==> config.mk <==
export PLATFORM = sky130hd
export DESIGN_NAME = mie_queue
export DESIGN_NICKNAME = d
export VERILOG_FILES = /design/src/rtl/mie_pkg.sv /design/src/rtl/mie_queue.sv
export SDC_FILE = /design/constraint.sdc
export NUM_CORES = 1
export LEC_CHECK = 0
export BUFFER_PORTS_ARGS = -buffer_cell sky130_fd_sc_hd__buf_2
export CAP_MARGIN = 20
export CELL_PAD_IN_SITES_DETAIL_PLACEMENT = 0
export CELL_PAD_IN_SITES_GLOBAL_PLACEMENT = 1
export CORE_ASPECT_RATIO = 1.1
export CORE_UTILIZATION = 44
export DETAILED_ROUTE_END_ITERATION = 16
export GPL_TIMING_DRIVEN = 0
export PLACE_DENSITY = 0.87
export SYNTH_ARGS = -nofsm -noshare
export SYNTH_HDL_FRONTEND = slang
export SYNTH_SLANG_ARGS = --single-unit
==> constraint.sdc <==
create_clock -name clk -period 9.05 [get_ports clk]
set_clock_uncertainty 0.15 [all_clocks]
set_input_delay 1.3575 -clock clk [delete_from_list [all_inputs] [get_ports clk]]
set_output_delay 1.3575 -clock clk [all_outputs]
set_load 0.02 [all_outputs]
==> src/rtl/mie_pkg.sv <==
// Shared types, codes and helper functions for the MIPS32 integer execute block.
// Depends on nothing; used by every other file of the block but mie_if.
package mie_pkg;

	localparam int unsigned XlenC = 32;
	localparam int unsigned QueueDepthC = 2;

	typedef enum logic [2:0] {
		ST_OK   = 3'd0,
		ST_OV   = 3'd1,
		ST_TRAP = 3'd2,
		ST_SYS  = 3'd3,
		ST_EXT  = 3'd4,
		ST_INV  = 3'd5
	} status_t;

	typedef enum logic [2:0] {
		OP_NONE  = 3'd0,
		OP_MULT  = 3'd1,
		OP_MULTU = 3'd2,
		OP_DIV   = 3'd3,
		OP_DIVU  = 3'd4,
		OP_MFHI  = 3'd5,
		OP_MFLO  = 3'd6,
		OP_MTHI  = 3'd7
	} hl_op_t;

	typedef struct packed {
		logic [31:0] a;
		logic [31:0] b;
		logic [31:0] val;
		logic [4:0]  dst;
		logic        wr;
		logic [31:0] npc;
		status_t     st;
		hl_op_t      hl;
		logic        mtlo;
	} work_t;

	function automatic logic lt_signed(input logic [31:0] x, input logic [31:0] y);
		return $signed(x) < $signed(y);
	endfunction

	function automatic logic [31:0] clz32(input logic [31:0] x);
		logic [5:0] n;
		n = 6'd32;
		for (int i = 0; i < 32; i++) begin
			if (x[i]) n = 6'(31 - i);
		end
		return {26'd0, n};
	endfunction

endpackage

==> src/rtl/mie_queue.sv <==
// Short FIFO between the front end and the back end.
// Depends on mie_pkg for the entry type and depth.
module mie_queue #(
	parameter int unsigned Depth = mie_pkg::QueueDepthC
) (
	input  logic            clk,
	input  logic            arst_n,
	input  logic            wr_valid,
	output logic            wr_ready,
	input  mie_pkg::work_t  wr_data,
	output logic            rd_valid,
	input  logic            rd_ready,
	output mie_pkg::work_t  rd_data
);

	localparam int unsigned Aw = (Depth > 1) ? $clog2(Depth) : 1;

	mie_pkg::work_t mem_q [Depth];
	logic [Aw-1:0] wp_q, rp_q;
	logic [Aw:0] cnt_q;
	logic push, pop;

	assign wr_ready = cnt_q != (Aw+1)'(Depth);
	assign rd_valid = cnt_q != '0;
	assign rd_data = mem_q[rp_q];
	assign push = wr_valid && wr_ready;
	assign pop = rd_valid && rd_ready;

	always_ff @(posedge clk or negedge arst_n) begin
		if (!arst_n) begin
			wp_q <= '0;
			rp_q <= '0;
			cnt_q <= '0;
		end else begin
			if (push) wp_q <= (wp_q == Aw'(Depth - 1)) ? '0 : wp_q + 1'b1;
			if (pop) rp_q <= (rp_q == Aw'(Depth - 1)) ? '0 : rp_q + 1'b1;
			cnt_q <= cnt_q + (Aw+1)'(push) - (Aw+1)'(pop);
		end
	end

	always_ff @(posedge clk) begin
		if (push) mem_q[wp_q] <= wr_data;
	end

endmodule

==> impl_metrics.csv, run 1 <==
group,metric,value,unit
final_layout,drive_above_1_share,62.1,%
timing,tightestPinTransition,0.559,ns
power_and_ir_drop,leakage,5.38,nW
timing,whs,0.429,ns
timing,layout_min_cycle_time,3.40,ns
floorplan,core_area,23800,um2
global_routing,grt_pass1_wl,30600,um
critical_path,rrSetupSlack,6.76,ns
timing,hold_violations,0,
hold_path,hold_start,"wp_q",
placement,pre_cts_slack,5.80,ns
timing,rsz0062_at_grt,"no",
timing,drv_slew,0,
floorplan,num_io_pins,288,
timing,fmaxAchievable,295,MHz
critical_path,end_kind,"output pin",
power_and_ir_drop,ir_drop,0.230,mV
clocking,clk_latency,0.52,ns
floorplan,rows,59,
logic_synthesis,yosys_warnings,0,
route,ant_nets,0,
global_routing,grt_usage,15.9,%
final_layout,n_fill_cell,1828,
outcome,status,"finished clean",
clocking,htreeDepth,1,
timing,setup_viol,0,
route,routedWlPerCell,18.1,um
logic_synthesis,synth-seq-cells,286,
clocking,post_cts_buffers,0,
critical_path,r2r-start,"cnt_q[0]",
floorplan,die_w,151,um
global_routing,grt_pass1_vias,5810,
hold_path,holdCritPathClass,"reg2reg",
critical_path,r2r_end,"mem_q[0][80]",
route,vias,5377,
placement,dp.final_hpwl,13900,um
floorplan,die_h,166,um
global_routing,grt_max_degree,67,
timing,timing.final.ws_setup,5.65,ns
logic_synthesis,synthCells,461,
floorplan,start_util,45.1,%
final_layout,nets,932,
logic_synthesis,seq_area_frac_synth,79.9,%
clocking,numCtsBuffers,28,
clocking,clkTransAtPathRegs,0.06,ns
clocking,clock_path_buffers,3,
placement,port_buffers,287,
power_and_ir_drop,power.density,347,nW/um2
route,first_pass_iters,4,
clocking,clockRootBuffer,"clkbuf_16",
final_layout,diodes,0,
placement,gp_congestion,0.726,
route,drc_errors,0,
critical_path,critPathLaunchType,"flop",
placement,placed_cell_area,12700,um2
logic_synthesis,synth_nets,607,
final_layout,area_growth,28.0,%
final_layout,layout_common_cells,"293 x buf_2, 282 x edfxtp_1, 80 x mux2_4",
hold_path,hold_depth,1,
critical_path,path_class,"reg2out",
clocking,clkSinkCount,286,
global_routing,overflow,0,
critical_path,ff2ff_path_depth,6,
global_routing,antenna_found_initial,0,
final_layout,finalInstanceArea,13700,um2
clocking,cts_resized,0,
critical_path,cp_max_fo,10,
job,drv_cap,0,
logic_synthesis,netlist_area,10700,um2
route,routed_wl,20100,um
power_and_ir_drop,power,0.00476,W
clocking,cts_hold_buf,0,
final_layout,final_util,57.7,%
critical_path,crit_required,7.54,ns
timing,layout_worst_path_cycle_share,37.5,%
route,drt_iter0_drc,262,
logic_synthesis,synthDistinctLibCells,19,
critical_path,cp.arrival,1.89,ns
hold_path,min_to,"wp_q",
floorplan,die_area,25000,um2
route,via_per_inst,4.84,
timing,relSlewSlack,62.6,%
clocking,cts_tree,"yes",
final_layout,final_common_cell,"buf_2",
logic_synthesis,synth_area_per_cell,23.2,um2
## Yosys cell counts
cell	count	area [um2]
or2_2	1	6.26
nand3_1	1	5.00
dfrtp_1	4	100
a211oi_1	1	7.51
nor2_1	3	11.3
ha_1	1	12.5
buf_2	6	30.0
edfxtp_1	282	8470
xnor2_1	3	26.3
and3_1	1	6.26
a32oi_1	1	8.76
nand2_1	2	7.51
a21bo_2	1	10.0
nor2b_1	1	6.26
mux2_2	61	687
o21ai_0	1	5.00
mux2_4	80	1200
buf_6	10	113
nand2b_1	1	6.26
## power breakdown
group | leakage, nW | total [W] | switching [W] | internal [W]
sequential | 2.67 | 0.00188 | 0.0000706 | 0.00181
combinational | 2.24 | 0.00167 | 0.000944 | 0.000728
clock | 0.465 | 0.00121 | 0.000478 | 0.000730
total | 5.38 | 0.00476 | 0.00149 | 0.00326
## registers in the layout (all words and copies together) (netlist names)
name	cells
rp_q	1
mem_q	282
cnt_q	2
wp_q	1
## layout make-up
cell class / count / area (um2) / area share (%)
flip-flops and latches: 286 / 8570 / 62.5
multi-input cells: 159 / 2020 / 14.7
repair buffers: 295 / 1630 / 11.9
clock buffers: 34 / 744 / 5.43
well taps: 305 / 382 / 2.78
clock inverters: 17 / 226 / 1.65
plain buffers: 16 / 143 / 1.04
## worst max-delay path: stages (launching register included)
cell     delay [ns]
dfrtp_1        0.34
buf_6          0.13
buf_6          0.20
buf_6          0.21
mux2_4         0.32
buf_2          0.16
## per-layer routing
metal,share of wire [%],wire length (um),vias up,GRT usage [%]
li1,-,-,2491,-
met1,37,7450,2670,17.5
met2,53,10700,183,29.4
met3,8.0,1600,33,4.60
met4,1.7,346,0,3.96
met5,0,0,-,0
## worst max-delay path by stage
stage             start            to  slack [ns]
2_1_floorplan  wr_valid   mem_q[0][0]        0.96
4_1_cts            rp_q   rd_data[80]        5.59
5_1_grt            rp_q   rd_data[73]        5.55
6_report           rp_q   rd_data[68]        5.65
3_3_place_gp   wr_valid  mem_q[0][92]       -2.48
3_5_place_dp   wr_valid  mem_q[0][80]        5.80
## kinds of logic (layout without fill, tap and decap cells)
kind of cell    count (synthesis)  count (layout)  share of synthesized area (%)
xor+xnor                        3               3                          0.245
buf+inv                        16             362                           1.33
fa+ha+maj                       1               1                          0.117
mux                           141             141                           17.6
compound gates                  4               4                          0.292
flops                         286             286                           79.9
simple gates                   10              10                          0.455
## through the flow
step,cells,setup TNS (ns)
finish,1112,0
global route,1112,0
CTS,1112,0
detailed placement,1061,0
global placement,1053,-347.71
floorplan,461,0
(Power assumes the default switching activity.)
==> run 2, diff against run 1 <==
Settings changed: ABC_AREA set to 1, CORE_UTILIZATION 44 to 37, PLACE_DENSITY 0.87 to 0.83.
Clock period 9.05 ns to 3.1 ns, I/O delays scaled along.
==> impl_metrics.csv, run 2 <==
group,metric,value,unit
final_layout,layout_common_cells,"430 x nand2_1, 298 x buf_2, 282 x edfxtp_1",
placement,dp.final_hpwl,15800,um
logic_synthesis,yosysTopAreaCell,"edfxtp_1",
critical_path,critPathLaunchType,"flop",
logic_synthesis,synth_top_flop_cell,"edfxtp_1",
timing,setup_viol,0,
timing,rsz0062_at_grt,"no",
global_routing,grt_pass1_wl,37200,um
final_layout,finalNonFillerCells,1618,
critical_path,cp.arrival,1.88,ns
logic_synthesis,synthDistinctLibCells,14,
route,routed_wl,24800,um
outcome,status,"finished clean",
timing,tightestPinTransition,0.786,ns
clocking,clkTransAtPathRegs,0.06,ns
final_layout,seqCellArea,8570,um2
logic_synthesis,netlist_area,10500,um2
clocking,cts_tree,"yes",
critical_path,crit_required,2.48,ns
route,via_per_inst,4.47,
floorplan,rows,64,
logic_synthesis,synth-seq-cells,286,
final_layout,reg.largest.list,"mem_q x282, cnt_q x2",
logic_synthesis,netlist_top_cells_count,"432 x nand2_1, 282 x edfxtp_1, 11 x buf_2, 11 x buf_4, 9 x buf_6",
clocking,clock_path_buffers,3,
final_layout,n_fill_cell,2329,
logic_synthesis,synth_nets,914,
logic_synthesis,synthCells,768,
route,routedWlPerCell,15.3,um
logic_synthesis,yosys_warnings,0,
critical_path,path_class,"reg2out",
global_routing,grt_usage,16.5,%
final_layout,final_common_cell,"nand2_1",
clocking,clockRootBuffer,"clkbuf_16",
logic_synthesis,seq_area_frac_synth,81.4,%
route,drc_errors,0,
global_routing,antenna_found_initial,0,
critical_path,end_kind,"output pin",
logic_synthesis,synthArstFlopShare,1.40,%
power_and_ir_drop,power,0.0140,W
floorplan,num_io_pins,288,
clocking,cts_resized,0,
logic_synthesis,synth_area_per_cell,13.7,um2
final_layout,area_growth,41.6,%
route,first_pass_iters,4,
logic_synthesis,yosysMostFrequentCell,"nand2_1",
global_routing,overflow,0,
global_routing,grt_max_degree,33,
floorplan,core_area,27900,um2
timing,relSlewSlack,47.5,%
floorplan,die_w,163,um
logic_synthesis,synth_area_leaders,"edfxtp_1 80%, nand2_1 15%, buf_6 0.96%, dfrtp_1 0.95%, buf_4 0.78%",
power_and_ir_drop,ir_drop,0.564,mV
hold_path,holdCritPathClass,"in2reg",
route,vias,7237,
floorplan,die_area,29100,um2
placement,place_inst,1427,
route,ant_nets,0,
timing,fmaxAchievable,401,MHz
final_layout,largest_reg_flops,282,
placement,gp_congestion,0.722,
timing,tns,0,ns
final_layout,nets,1382,
timing,layout_worst_path_cycle_share,80.5,%
power_and_ir_drop,leakage,6.39,nW
job,drv_cap,0,
final_layout,diodes,0,
logic_synthesis,synth_edf_count,282,
clocking,clkSinkCount,286,
clocking,clk_latency,0.54,ns
clocking,post_cts_buffers,0,
final_layout,drive_above_1_share,29.2,%
clocking,htreeDepth,1,
logic_synthesis,synth.top_cell.area_share,80.5,%
timing,drv_slew,0,
placement,port_buffers,287,
timing,hold_violations,0,
timing,layout_min_cycle_time,2.50,ns
clocking,numCtsBuffers,28,
placement,placed_cell_area,12600,um2
floorplan,die_h,179,um
critical_path,cp_max_fo,10,
floorplan,start_util,37.8,%
final_layout,multi_input_area,1710,um2
route,drt_iter0_drc,370,
global_routing,grt_pass1_vias,7384,
final_layout,top_register,"mem_q",
power_and_ir_drop,power.density,940,nW/um2
final_layout,finalInstanceArea,14900,um2
[run 2: timing repair]
action	CTS	global route
hold endpoints to repair	286	0
setup endpoints to repair	0	0
hold buffers	142	0
[run 2: routing by layer]
metal  GRT usage (%)  share of wire, %  up-vias
met3            3.86               6.8       45
met5               0                 0        -
met2            30.9                52      227
li1                -                 -     3529
met1            18.3                39     3436
met4            5.02               2.3        0
[run 2: worst max-delay path: stages (launching register included)]
cell	delay [ns]
dfrtp_1	0.37
buf_4	0.18
inv_4	0.09
buf_6	0.20
buf_6	0.17
nand2_1	0.07
nand2_1	0.08
buf_2	0.17
[run 2: cell type report]
class | instances | area share [%]
well taps | 363 | 3.05
plain buffers | 31 | 1.60
flip-flops and latches | 286 | 57.5
clock inverters | 11 | 0.756
inverters | 8 | 0.218
clock buffers | 38 | 4.96
repair buffers | 438 | 20.4
multi-input cells | 443 | 11.5
[run 2: per-stage QoR]
step | util, % | setup slack [ns] | hold WS [ns]
CTS | 53.4 | 0.549 | 0.0824
detailed placement | 45.3 | 0.713 | 0.131
floorplan | - | -0.206 | 0.0194
global route | 53.4 | 0.489 | 0.118
global placement | 44.6 | -1.46 | 0.125
finish | 53.4 | 0.604 | 0.100
[run 2: kinds of logic after synthesis]
logic type	Yosys count	share of synthesized area (%)
flops	286	81.4
simple gates	439	15.7
xor+xnor	1	0.0833
buf+inv	39	2.58
fa+ha+maj	1	0.119
compound gates	2	0.0950
[run 2: power breakdown]
part           internal [W]  switching [W]  total, W
Combinational       0.00170        0.00367   0.00537
Clock               0.00182        0.00134   0.00317
Sequential          0.00526       0.000202   0.00546
Total               0.00879        0.00522    0.0140
[run 2: path summary, 6_finish.rpt]
path                       startpoint      endpoint  slack, ns  depth (start not counted)
setup / recovery                 rp_q   rd_data[90]       0.60                          7
hold / removal               wr_valid          wp_q       0.10                          3
setup reg to reg             cnt_q[1]  mem_q[1][13]       0.79                          5
hold reg to reg              cnt_q[0]      cnt_q[0]       0.44                          1
max in group asynchronous      arst_n          rp_q       2.51                          2
min in group asynchronous      arst_n          wp_q       0.16                          2
