<file path="src/rtl/mie_pkg.sv">
// Shared types, codes and helper functions for the MIPS32 integer execute block.
// Depends on nothing; used by every other file of the block but mie_if.
package mie_pkg;

	localparam int unsigned XlenC = 32;
	localparam int unsigned QueueDepthC = 2;

	typedef enum logic [2:0] {
		ST_OK   = 3'd0,
		ST_OV   = 3'd1,
		ST_TRAP = 3'd2,
		ST_SYS  = 3'd3,
		ST_EXT  = 3'd4,
		ST_INV  = 3'd5
	} status_t;

	typedef enum logic [2:0] {
		OP_NONE  = 3'd0,
		OP_MULT  = 3'd1,
		OP_MULTU = 3'd2,
		OP_DIV   = 3'd3,
		OP_DIVU  = 3'd4,
		OP_MFHI  = 3'd5,
		OP_MFLO  = 3'd6,
		OP_MTHI  = 3'd7
	} hl_op_t;

	typedef struct packed {
		logic [31:0] a;
		logic [31:0] b;
		logic [31:0] val;
		logic [4:0]  dst;
		logic        wr;
		logic [31:0] npc;
		status_t     st;
		hl_op_t      hl;
		logic        mtlo;
	} work_t;

	function automatic logic lt_signed(input logic [31:0] x, input logic [31:0] y);
		return $signed(x) < $signed(y);
	endfunction

	function automatic logic [31:0] clz32(input logic [31:0] x);
		logic [5:0] n;
		n = 6'd32;
		for (int i = 0; i < 32; i++) begin
			if (x[i]) n = 6'(31 - i);
		end
		return {26'd0, n};
	endfunction

endpackage

</file>
<file path="src/rtl/mie_front.sv">
// Front end: decodes one instruction and computes everything except HI/LO work.
// Depends on mie_pkg.
module mie_front (
	input  logic             clk,
	input  logic             arst_n,
	input  logic             in_valid,
	output logic             in_ready,
	input  logic [31:0]      instruction,
	input  logic [31:0]      pc,
	input  logic [31:0]      rs_value,
	input  logic [31:0]      rt_value,
	output logic             q_valid,
	input  logic             q_ready,
	output mie_pkg::work_t   q_data
);

	logic [5:0] op, fn;
	logic [4:0] rs, rt, rd, sa;
	logic [31:0] a, b, uimm, simm, seq, bt, p8, r, mulp;
	mie_pkg::work_t w;

	assign op = instruction[31:26];
	assign rs = instruction[25:21];
	assign rt = instruction[20:16];
	assign rd = instruction[15:11];
	assign sa = instruction[10:6];
	assign fn = instruction[5:0];
	assign a = rs_value;
	assign b = rt_value;
	assign uimm = {16'd0, instruction[15:0]};
	assign simm = {{16{instruction[15]}}, instruction[15:0]};
	assign seq = pc + 32'd4;
	assign p8 = pc + 32'd8;
	assign bt = seq + {simm[29:0], 2'b00};
	assign mulp = a * b;

	always_comb begin
		w = '0;
		w.a = a;
		w.b = b;
		w.npc = seq;
		w.st = mie_pkg::ST_OK;
		w.hl = mie_pkg::OP_NONE;
		r = '0;
		unique case (op)
			6'd0: begin
				unique case (fn)
					6'd0: if (rs == 5'd0) begin w.wr = 1'b1; w.dst = rd; w.val = b << sa; end
						else w.st = mie_pkg::ST_INV;
					6'd2: if (rs == 5'd0) begin w.wr = 1'b1; w.dst = rd; w.val = b >> sa; end
						else w.st = mie_pkg::ST_INV;
					6'd3: if (rs == 5'd0) begin
							w.wr = 1'b1; w.dst = rd; w.val = $unsigned($signed(b) >>> sa);
						end else w.st = mie_pkg::ST_INV;
					6'd4: if (sa == 5'd0) begin w.wr = 1'b1; w.dst = rd; w.val = b << a[4:0]; end
						else w.st = mie_pkg::ST_INV;
					6'd6: if (sa == 5'd0) begin w.wr = 1'b1; w.dst = rd; w.val = b >> a[4:0]; end
						else w.st = mie_pkg::ST_INV;
					6'd7: if (sa == 5'd0) begin
							w.wr = 1'b1; w.dst = rd; w.val = $unsigned($signed(b) >>> a[4:0]);
						end else w.st = mie_pkg::ST_INV;
					6'd8: if (rt == 5'd0 && rd == 5'd0 && (sa == 5'd0 || sa == 5'd16)) w.npc = a;
						else w.st = mie_pkg::ST_INV;
					6'd9: if (rt == 5'd0 && (sa == 5'd0 || sa == 5'd16)) begin
							w.wr = 1'b1; w.dst = rd; w.val = p8; w.npc = a;
						end else w.st = mie_pkg::ST_INV;
					6'd10: if (sa == 5'd0) begin
							if (b == 32'd0) begin w.wr = 1'b1; w.dst = rd; w.val = a; end
						end else w.st = mie_pkg::ST_INV;
					6'd11: if (sa == 5'd0) begin
							if (b != 32'd0) begin w.wr = 1'b1; w.dst = rd; w.val = a; end
						end else w.st = mie_pkg::ST_INV;
					6'd12: w.st = mie_pkg::ST_SYS;
					6'd15: if (rs != 5'd0 || rt != 5'd0 || rd != 5'd0) w.st = mie_pkg::ST_INV;
					6'd16: if (rs == 5'd0 && rt == 5'd0 && sa == 5'd0) begin
							w.wr = 1'b1; w.dst = rd; w.hl = mie_pkg::OP_MFHI;
						end else w.st = mie_pkg::ST_INV;
					6'd18: if (rs == 5'd0 && rt == 5'd0 && sa == 5'd0) begin
							w.wr = 1'b1; w.dst = rd; w.hl = mie_pkg::OP_MFLO;
						end else w.st = mie_pkg::ST_INV;
					6'd17: if (rt == 5'd0 && rd == 5'd0 && sa == 5'd0) w.hl = mie_pkg::OP_MTHI;
						else w.st = mie_pkg::ST_INV;
					6'd19: if (rt == 5'd0 && rd == 5'd0 && sa == 5'd0) w.mtlo = 1'b1;
						else w.st = mie_pkg::ST_INV;
					6'd24, 6'd25, 6'd26, 6'd27: begin
						if (rd != 5'd0 || sa != 5'd0) w.st = mie_pkg::ST_INV;
						else begin
							priority case (fn)
								6'd24: w.hl = mie_pkg::OP_MULT;
								6'd25: w.hl = mie_pkg::OP_MULTU;
								6'd26: w.hl = mie_pkg::OP_DIV;
								default: w.hl = mie_pkg::OP_DIVU;
							endcase
						end
					end
					6'd32, 6'd33, 6'd34, 6'd35, 6'd36, 6'd37, 6'd38, 6'd39, 6'd42, 6'd43: begin
						if (sa != 5'd0) w.st = mie_pkg::ST_INV;
						else begin
							w.wr = 1'b1;
							w.dst = rd;
							priority case (fn)
								6'd32: begin
									r = a + b; w.val = r;
									if ((a[31] ^ r[31]) & (b[31] ^ r[31])) w.st = mie_pkg::ST_OV;
								end
								6'd33: w.val = a + b;
								6'd34: begin
									r = a - b; w.val = r;
									if ((a[31] ^ b[31]) & (a[31] ^ r[31])) w.st = mie_pkg::ST_OV;
								end
								6'd35: w.val = a - b;
								6'd36: w.val = a & b;
								6'd37: w.val = a | b;
								6'd38: w.val = a ^ b;
								6'd39: w.val = ~(a | b);
								6'd42: w.val = {31'd0, mie_pkg::lt_signed(a, b)};
								default: w.val = {31'd0, a < b};
							endcase
						end
					end
					6'd48: if (!mie_pkg::lt_signed(a, b)) w.st = mie_pkg::ST_TRAP;
					6'd49: if (a >= b) w.st = mie_pkg::ST_TRAP;
					6'd50: if (mie_pkg::lt_signed(a, b)) w.st = mie_pkg::ST_TRAP;
					6'd51: if (a < b) w.st = mie_pkg::ST_TRAP;
					6'd52: if (a == b) w.st = mie_pkg::ST_TRAP;
					6'd54: if (a != b) w.st = mie_pkg::ST_TRAP;
					default: w.st = mie_pkg::ST_INV;
				endcase
			end
			6'd1: begin
				unique case (rt)
					5'd0, 5'd16: begin
						if (a[31] && rt == 5'd16) begin w.wr = 1'b1; w.dst = 5'd31; w.val = p8; end
						w.npc = a[31] ? bt : p8;
					end
					5'd1, 5'd17: begin
						if (!a[31] && rt == 5'd17) begin w.wr = 1'b1; w.dst = 5'd31; w.val = p8; end
						w.npc = !a[31] ? bt : p8;
					end
					5'd8: if (!mie_pkg::lt_signed(a, simm)) w.st = mie_pkg::ST_TRAP;
					5'd9: if (a >= simm) w.st = mie_pkg::ST_TRAP;
					5'd10: if (mie_pkg::lt_signed(a, simm)) w.st = mie_pkg::ST_TRAP;
					5'd11: if (a < simm) w.st = mie_pkg::ST_TRAP;
					5'd12: if (a == simm) w.st = mie_pkg::ST_TRAP;
					5'd14: if (a != simm) w.st = mie_pkg::ST_TRAP;
					default: w.st = mie_pkg::ST_INV;
				endcase
			end
			6'd2, 6'd3: begin
				if (op == 6'd3) begin w.wr = 1'b1; w.dst = 5'd31; w.val = p8; end
				w.npc = {seq[31:28], instruction[25:0], 2'b00};
			end
			6'd4: w.npc = (a == b) ? bt : p8;
			6'd5: w.npc = (a != b) ? bt : p8;
			6'd6: if (rt == 5'd0) w.npc = (a == 32'd0 || a[31]) ? bt : p8;
				else w.st = mie_pkg::ST_INV;
			6'd7: if (rt == 5'd0) w.npc = (a != 32'd0 && !a[31]) ? bt : p8;
				else w.st = mie_pkg::ST_INV;
			6'd8: begin
				r = a + simm; w.wr = 1'b1; w.dst = rt; w.val = r;
				if ((a[31] ^ r[31]) & (simm[31] ^ r[31])) w.st = mie_pkg::ST_OV;
			end
			6'd9: begin w.wr = 1'b1; w.dst = rt; w.val = a + simm; end
			6'd10: begin w.wr = 1'b1; w.dst = rt; w.val = {31'd0, mie_pkg::lt_signed(a, simm)}; end
			6'd11: begin w.wr = 1'b1; w.dst = rt; w.val = {31'd0, a < simm}; end
			6'd12: begin w.wr = 1'b1; w.dst = rt; w.val = a & uimm; end
			6'd13: begin w.wr = 1'b1; w.dst = rt; w.val = a | uimm; end
			6'd14: begin w.wr = 1'b1; w.dst = rt; w.val = a ^ uimm; end
			6'd15: if (rs == 5'd0) begin w.wr = 1'b1; w.dst = rt; w.val = {uimm[15:0], 16'd0}; end
				else w.st = mie_pkg::ST_INV;
			6'd16: begin
				if ((rs == 5'd0 || rs == 5'd4) && sa == 5'd0 && fn[5:3] == 3'd0)
					w.st = mie_pkg::ST_EXT;
				else if (rs == 5'd16 && rt == 5'd0 && rd == 5'd0 && sa == 5'd0 &&
						(fn == 6'd8 || fn == 6'd2 || fn == 6'd6 || fn == 6'd24))
					w.st = mie_pkg::ST_EXT;
				else
					w.st = mie_pkg::ST_INV;
			end
			6'd28: begin
				if (fn == 6'd63) w.st = mie_pkg::ST_EXT;
				else if (sa != 5'd0) w.st = mie_pkg::ST_INV;
				else if (fn == 6'd2) begin w.wr = 1'b1; w.dst = rd; w.val = mulp; end
				else if (fn == 6'd32) begin w.wr = 1'b1; w.dst = rd; w.val = mie_pkg::clz32(a); end
				else if (fn == 6'd33) begin w.wr = 1'b1; w.dst = rd; w.val = mie_pkg::clz32(~a); end
				else w.st = mie_pkg::ST_INV;
			end
			6'd32, 6'd33, 6'd34, 6'd35, 6'd36, 6'd37, 6'd38,
			6'd40, 6'd41, 6'd42, 6'd43, 6'd46: w.st = mie_pkg::ST_EXT;
			6'd60: w.st = (instruction == 32'hf000_0000) ? mie_pkg::ST_EXT : mie_pkg::ST_INV;
			default: w.st = mie_pkg::ST_INV;
		endcase
		if (w.st != mie_pkg::ST_OK) begin
			w.wr = 1'b0;
			w.hl = mie_pkg::OP_NONE;
			w.mtlo = 1'b0;
			w.npc = (w.st == mie_pkg::ST_EXT) ? seq : pc;
		end
		if (w.wr && w.dst == 5'd0) begin
			w.wr = 1'b0;
			if (w.hl == mie_pkg::OP_MFHI || w.hl == mie_pkg::OP_MFLO) w.hl = mie_pkg::OP_NONE;
		end
		if (!w.wr) begin
			w.dst = 5'd0;
			w.val = 32'd0;
		end
	end

	assign in_ready = !q_valid || q_ready;

	always_ff @(posedge clk or negedge arst_n) begin
		if (!arst_n) begin
			q_valid <= 1'b0;
		end else if (in_ready) begin
			q_valid <= in_valid;
		end
	end

	always_ff @(posedge clk) begin
		if (in_ready && in_valid) q_data <= w;
	end

endmodule

</file>
<file path="config.mk">
export PLATFORM = sky130hd
export DESIGN_NAME = mie_front
export DESIGN_NICKNAME = d
export VERILOG_FILES = /design/src/rtl/mie_pkg.sv /design/src/rtl/mie_front.sv
export SDC_FILE = /design/constraint.sdc
export NUM_CORES = 2
export LEC_CHECK = 0
export ABC_AREA = 1
export ABC_CLOCK_PERIOD_IN_PS = 14850
export BUFFER_PORTS_ARGS = -buffer_cell sky130_fd_sc_hd__buf_4
export CELL_PAD_IN_SITES_DETAIL_PLACEMENT = 1
export CELL_PAD_IN_SITES_GLOBAL_PLACEMENT = 2
export CORE_MARGIN = 10
export CORE_UTILIZATION = 39
export CTS_CLUSTER_DIAMETER = 50
export DETAILED_ROUTE_END_ITERATION = 10
export GPL_TIMING_DRIVEN = 0
export PLACE_DENSITY_LB_ADDON = 0.1
export SKIP_LAST_GASP = 1
export SLEW_MARGIN = 25
export SYNTH_ARGS = -nofsm -noshare
export SYNTH_HDL_FRONTEND = slang
export SYNTH_SLANG_ARGS = --single-unit
</file>
<file path="constraint.sdc">
create_clock -name clk -period 14.85 [get_ports clk]
set_clock_uncertainty 0.1 [all_clocks]
set_input_delay 2.97 -clock clk [delete_from_list [all_inputs] [get_ports clk]]
set_output_delay 2.97 -clock clk [all_outputs]
set_load 0.02 [all_outputs]
</file>
==> metrics.csv <==
metric;value;unit
net count after synthesis;7983;
Core ar.;117000;um^2
sequential cell area;4260;um^2
Final min period;14.25;ns
worst-margin pin slew;1.32;ns
post-CTS resize count;0;
hold buffers post-CTS;0;
Seq cells post-synth;142;
Fin. Hold Viols;0;
drt drc;0;
share of post-route cells with drive strength above 1;0.0753;
final instance area;51100;um^2
post-synth cell types;79;
Post-CTS Setup Bufs;0;
Tcrit/Tclk final;0.960;
Post-Synth Adder-Cell Area;0.269;
Synth Area in Compound Gates;0.223;
initial core utilization;0.394;
peak supply drop;0.853;mV
placed instance count;8927;
max-slew violations;0;
Congestion Overflow GR;0;
RSZ-0062 raised after global routing;no;
largest family of logic cells by synthesized area;adder cells;
Critical-path top delay cell;buf_1;
Worst setup SP type;primary input;
Post-DP Area;50300;um^2
GRT Total Usage;0.467;
max-cap check violation count;0;
Routed Antenna Nets;0;
cts bufs inserted;17;
drt pass-1 iters;6;
outcome;finished clean;
post-synthesis mux area share;0.00501;
Post-Syn Area;45900;um^2
CTS tree;yes;
average size of a mapped cell;6.46;um^2
footprint of the multi-input gates;35300;um^2
boundary pin count;275;
WP data arrival;14.43;ns
RePlAce Congestion;1.25;
post-synth top area share;0.180;
area delta synth->final;11.2;%
Synth Flop Type;edfxtp_1;
largest net degree at the start of global routing;33;
area leader, netlist;fa_1;
Die X-Extent;363;um
Clock Latency Late Sink;0.59;ns
endpoints failing setup;0;
clock sinks;142;
synthesized instance count;7110;
Crit Path Class;primary input to flop;
Initial DRC Count;8951;
Hold WS;0.507;ns
Filler cells;15600;
clock-pin slew on the worst setup and hold paths;0.07;ns
Post-synth EDFFs;141;
WL final;320000;um
final net count;8300;
via count;58900;
setup TNS;0;ns
pwr/cell area;235;nW/um^2
Critical Path Fanout Max;10;
Max clock buf depth;2;
Worst EP required;15.03;ns
Seq/Total Area, Yosys;0.0928;
Post-Synth XOR/XNOR Area;0.0284;
yosys warns;0;
worst min path class;flop to flop;
Worst path most repeated cell;ha_1;
crit path capture type;flop;
ranking of synthesized cells by area;fa_1 18%, nand2_1 14%, inv_1 10%;
Chip Height;363;um
Max Clock Freq;0.0702;GHz
max incr delay on CP;0.92;ns
IO buf count;273;
first-pass GRT wire length;438000;um
Non-Filler Instances;8986;
post-DP HPWL;265000;um
DR WL/cell;35.6;um
initial antenna violation count;31;
H-Tree Depth;4;
Worst slew margin;0.113;
Leak;25.0;nW
clk root buf;clkbuf_16;
most frequent cell after synthesis;nand2_1;
Via density;6.55;
Std-Cell Rows;125;
Die Footprint;132000;um^2
synth cell count leaders;1661 x nand2_1, 1270 x inv_1, 556 x o21ai_0;
Synth Area in Simple Gates;0.239;
Post-synth ARST share;0.00704;
vias in the first global route;57400;
-- through the flow --
stage,util,setup slack [ns],total power [mW]
finish,0.438,0.601,12.0
global route,0.438,0.619,12.8
CTS,0.437,1.44,11.4
detailed placement,0.432,0.903,10.8
global placement,0.428,0.583,10.4
floorplan,-,4.27,6.91
-- power breakdown --
group / internal (mW) / switching [mW] / total, mW
Sequential: 0.471 / 0.00718 / 0.478
Combinational: 3.61 / 7.43 / 11.0
Clock: 0.222 / 0.244 / 0.466
-- cell families (layout without fill, tap and decap cells) --
kind of cell               Yosys count  count (layout)
buffers and inverters             1717            2047
and+or+nand+nor                   2628            2628
other                                0              22
DFF                                142             142
AOI/OAI and AO/OA                 1710            1710
adders and majority gates          741             741
xor gates and xnor gates           149             149
muxes                               23              23
-- flip-flops by register name (all words and copies together) (netlist names) --
signal	cells
q_valid	1
q_data	141
-- final cells by class --
class                      count  share of cell area
inverter                    1320              0.0972
antenna                       22             0.00108
multi-input combinational   5251               0.690
timing repair buffer         298              0.0479
buffer                       397              0.0315
clock buffer                  17             0.00833
tap                         1524              0.0373
sequential                   142              0.0834
clock inverter                15             0.00282
-- metal layers --
layer | GRT usage | part of all wire
met2 | 0.625 | 0.38
met3 | 0.237 | 0.17
met4 | 0.289 | 0.076
met5 | 0.0160 | 0.0012
met1 | 0.585 | 0.37
-- final timing paths --
| check | from | endpoint | slack (ns) | cells past startpoint |
|---|---|---|---|---|
| hold / removal | q_valid | q_valid | 0.51 | 2 |
| hold reg to reg | q_valid | q_valid | 0.51 | 2 |
| min in group asynchronous | arst_n | q_valid | 2.04 | 1 |
| max in group asynchronous | arst_n | q_valid | 12.53 | 1 |
| setup / recovery | rs_value[1] | q_data[72] | 0.60 | 32 |
| setup reg to reg | q_valid | q_data[81] | 12.41 | 6 |
-- cells in the final DEF (no fill, tap or decap), drive strengths merged, types with 30 or more instances in the layout --
cell type / netlist / final
clkbuf: 282 / 304
fa: 412 / 412
o211ai: 141 / 141
nand4: 44 / 44
nor2: 470 / 470
or2: 36 / 36
ha: 329 / 329
a221oi: 49 / 49
o22ai: 76 / 76
xor2: 103 / 103
o221ai: 66 / 66
nand2: 1671 / 1671
o21ai: 575 / 575
edfxtp: 141 / 141
nor3: 79 / 79
o2111ai: 43 / 43
a21oi: 549 / 549
nand3: 275 / 275
a31oi: 30 / 30
nor4: 40 / 40
buf: 115 / 408
inv: 1302 / 1313
xnor2: 46 / 46
-- critical path: cells and delay by family --
family / cells / cell delay (ns)
simple gates: 4 / 0.44
fa+ha+maj: 9 / 3.47
buf+inv: 10 / 4.24
compound gates: 9 / 3.29
No activity file was read; power rests on OpenSTA's default activity.
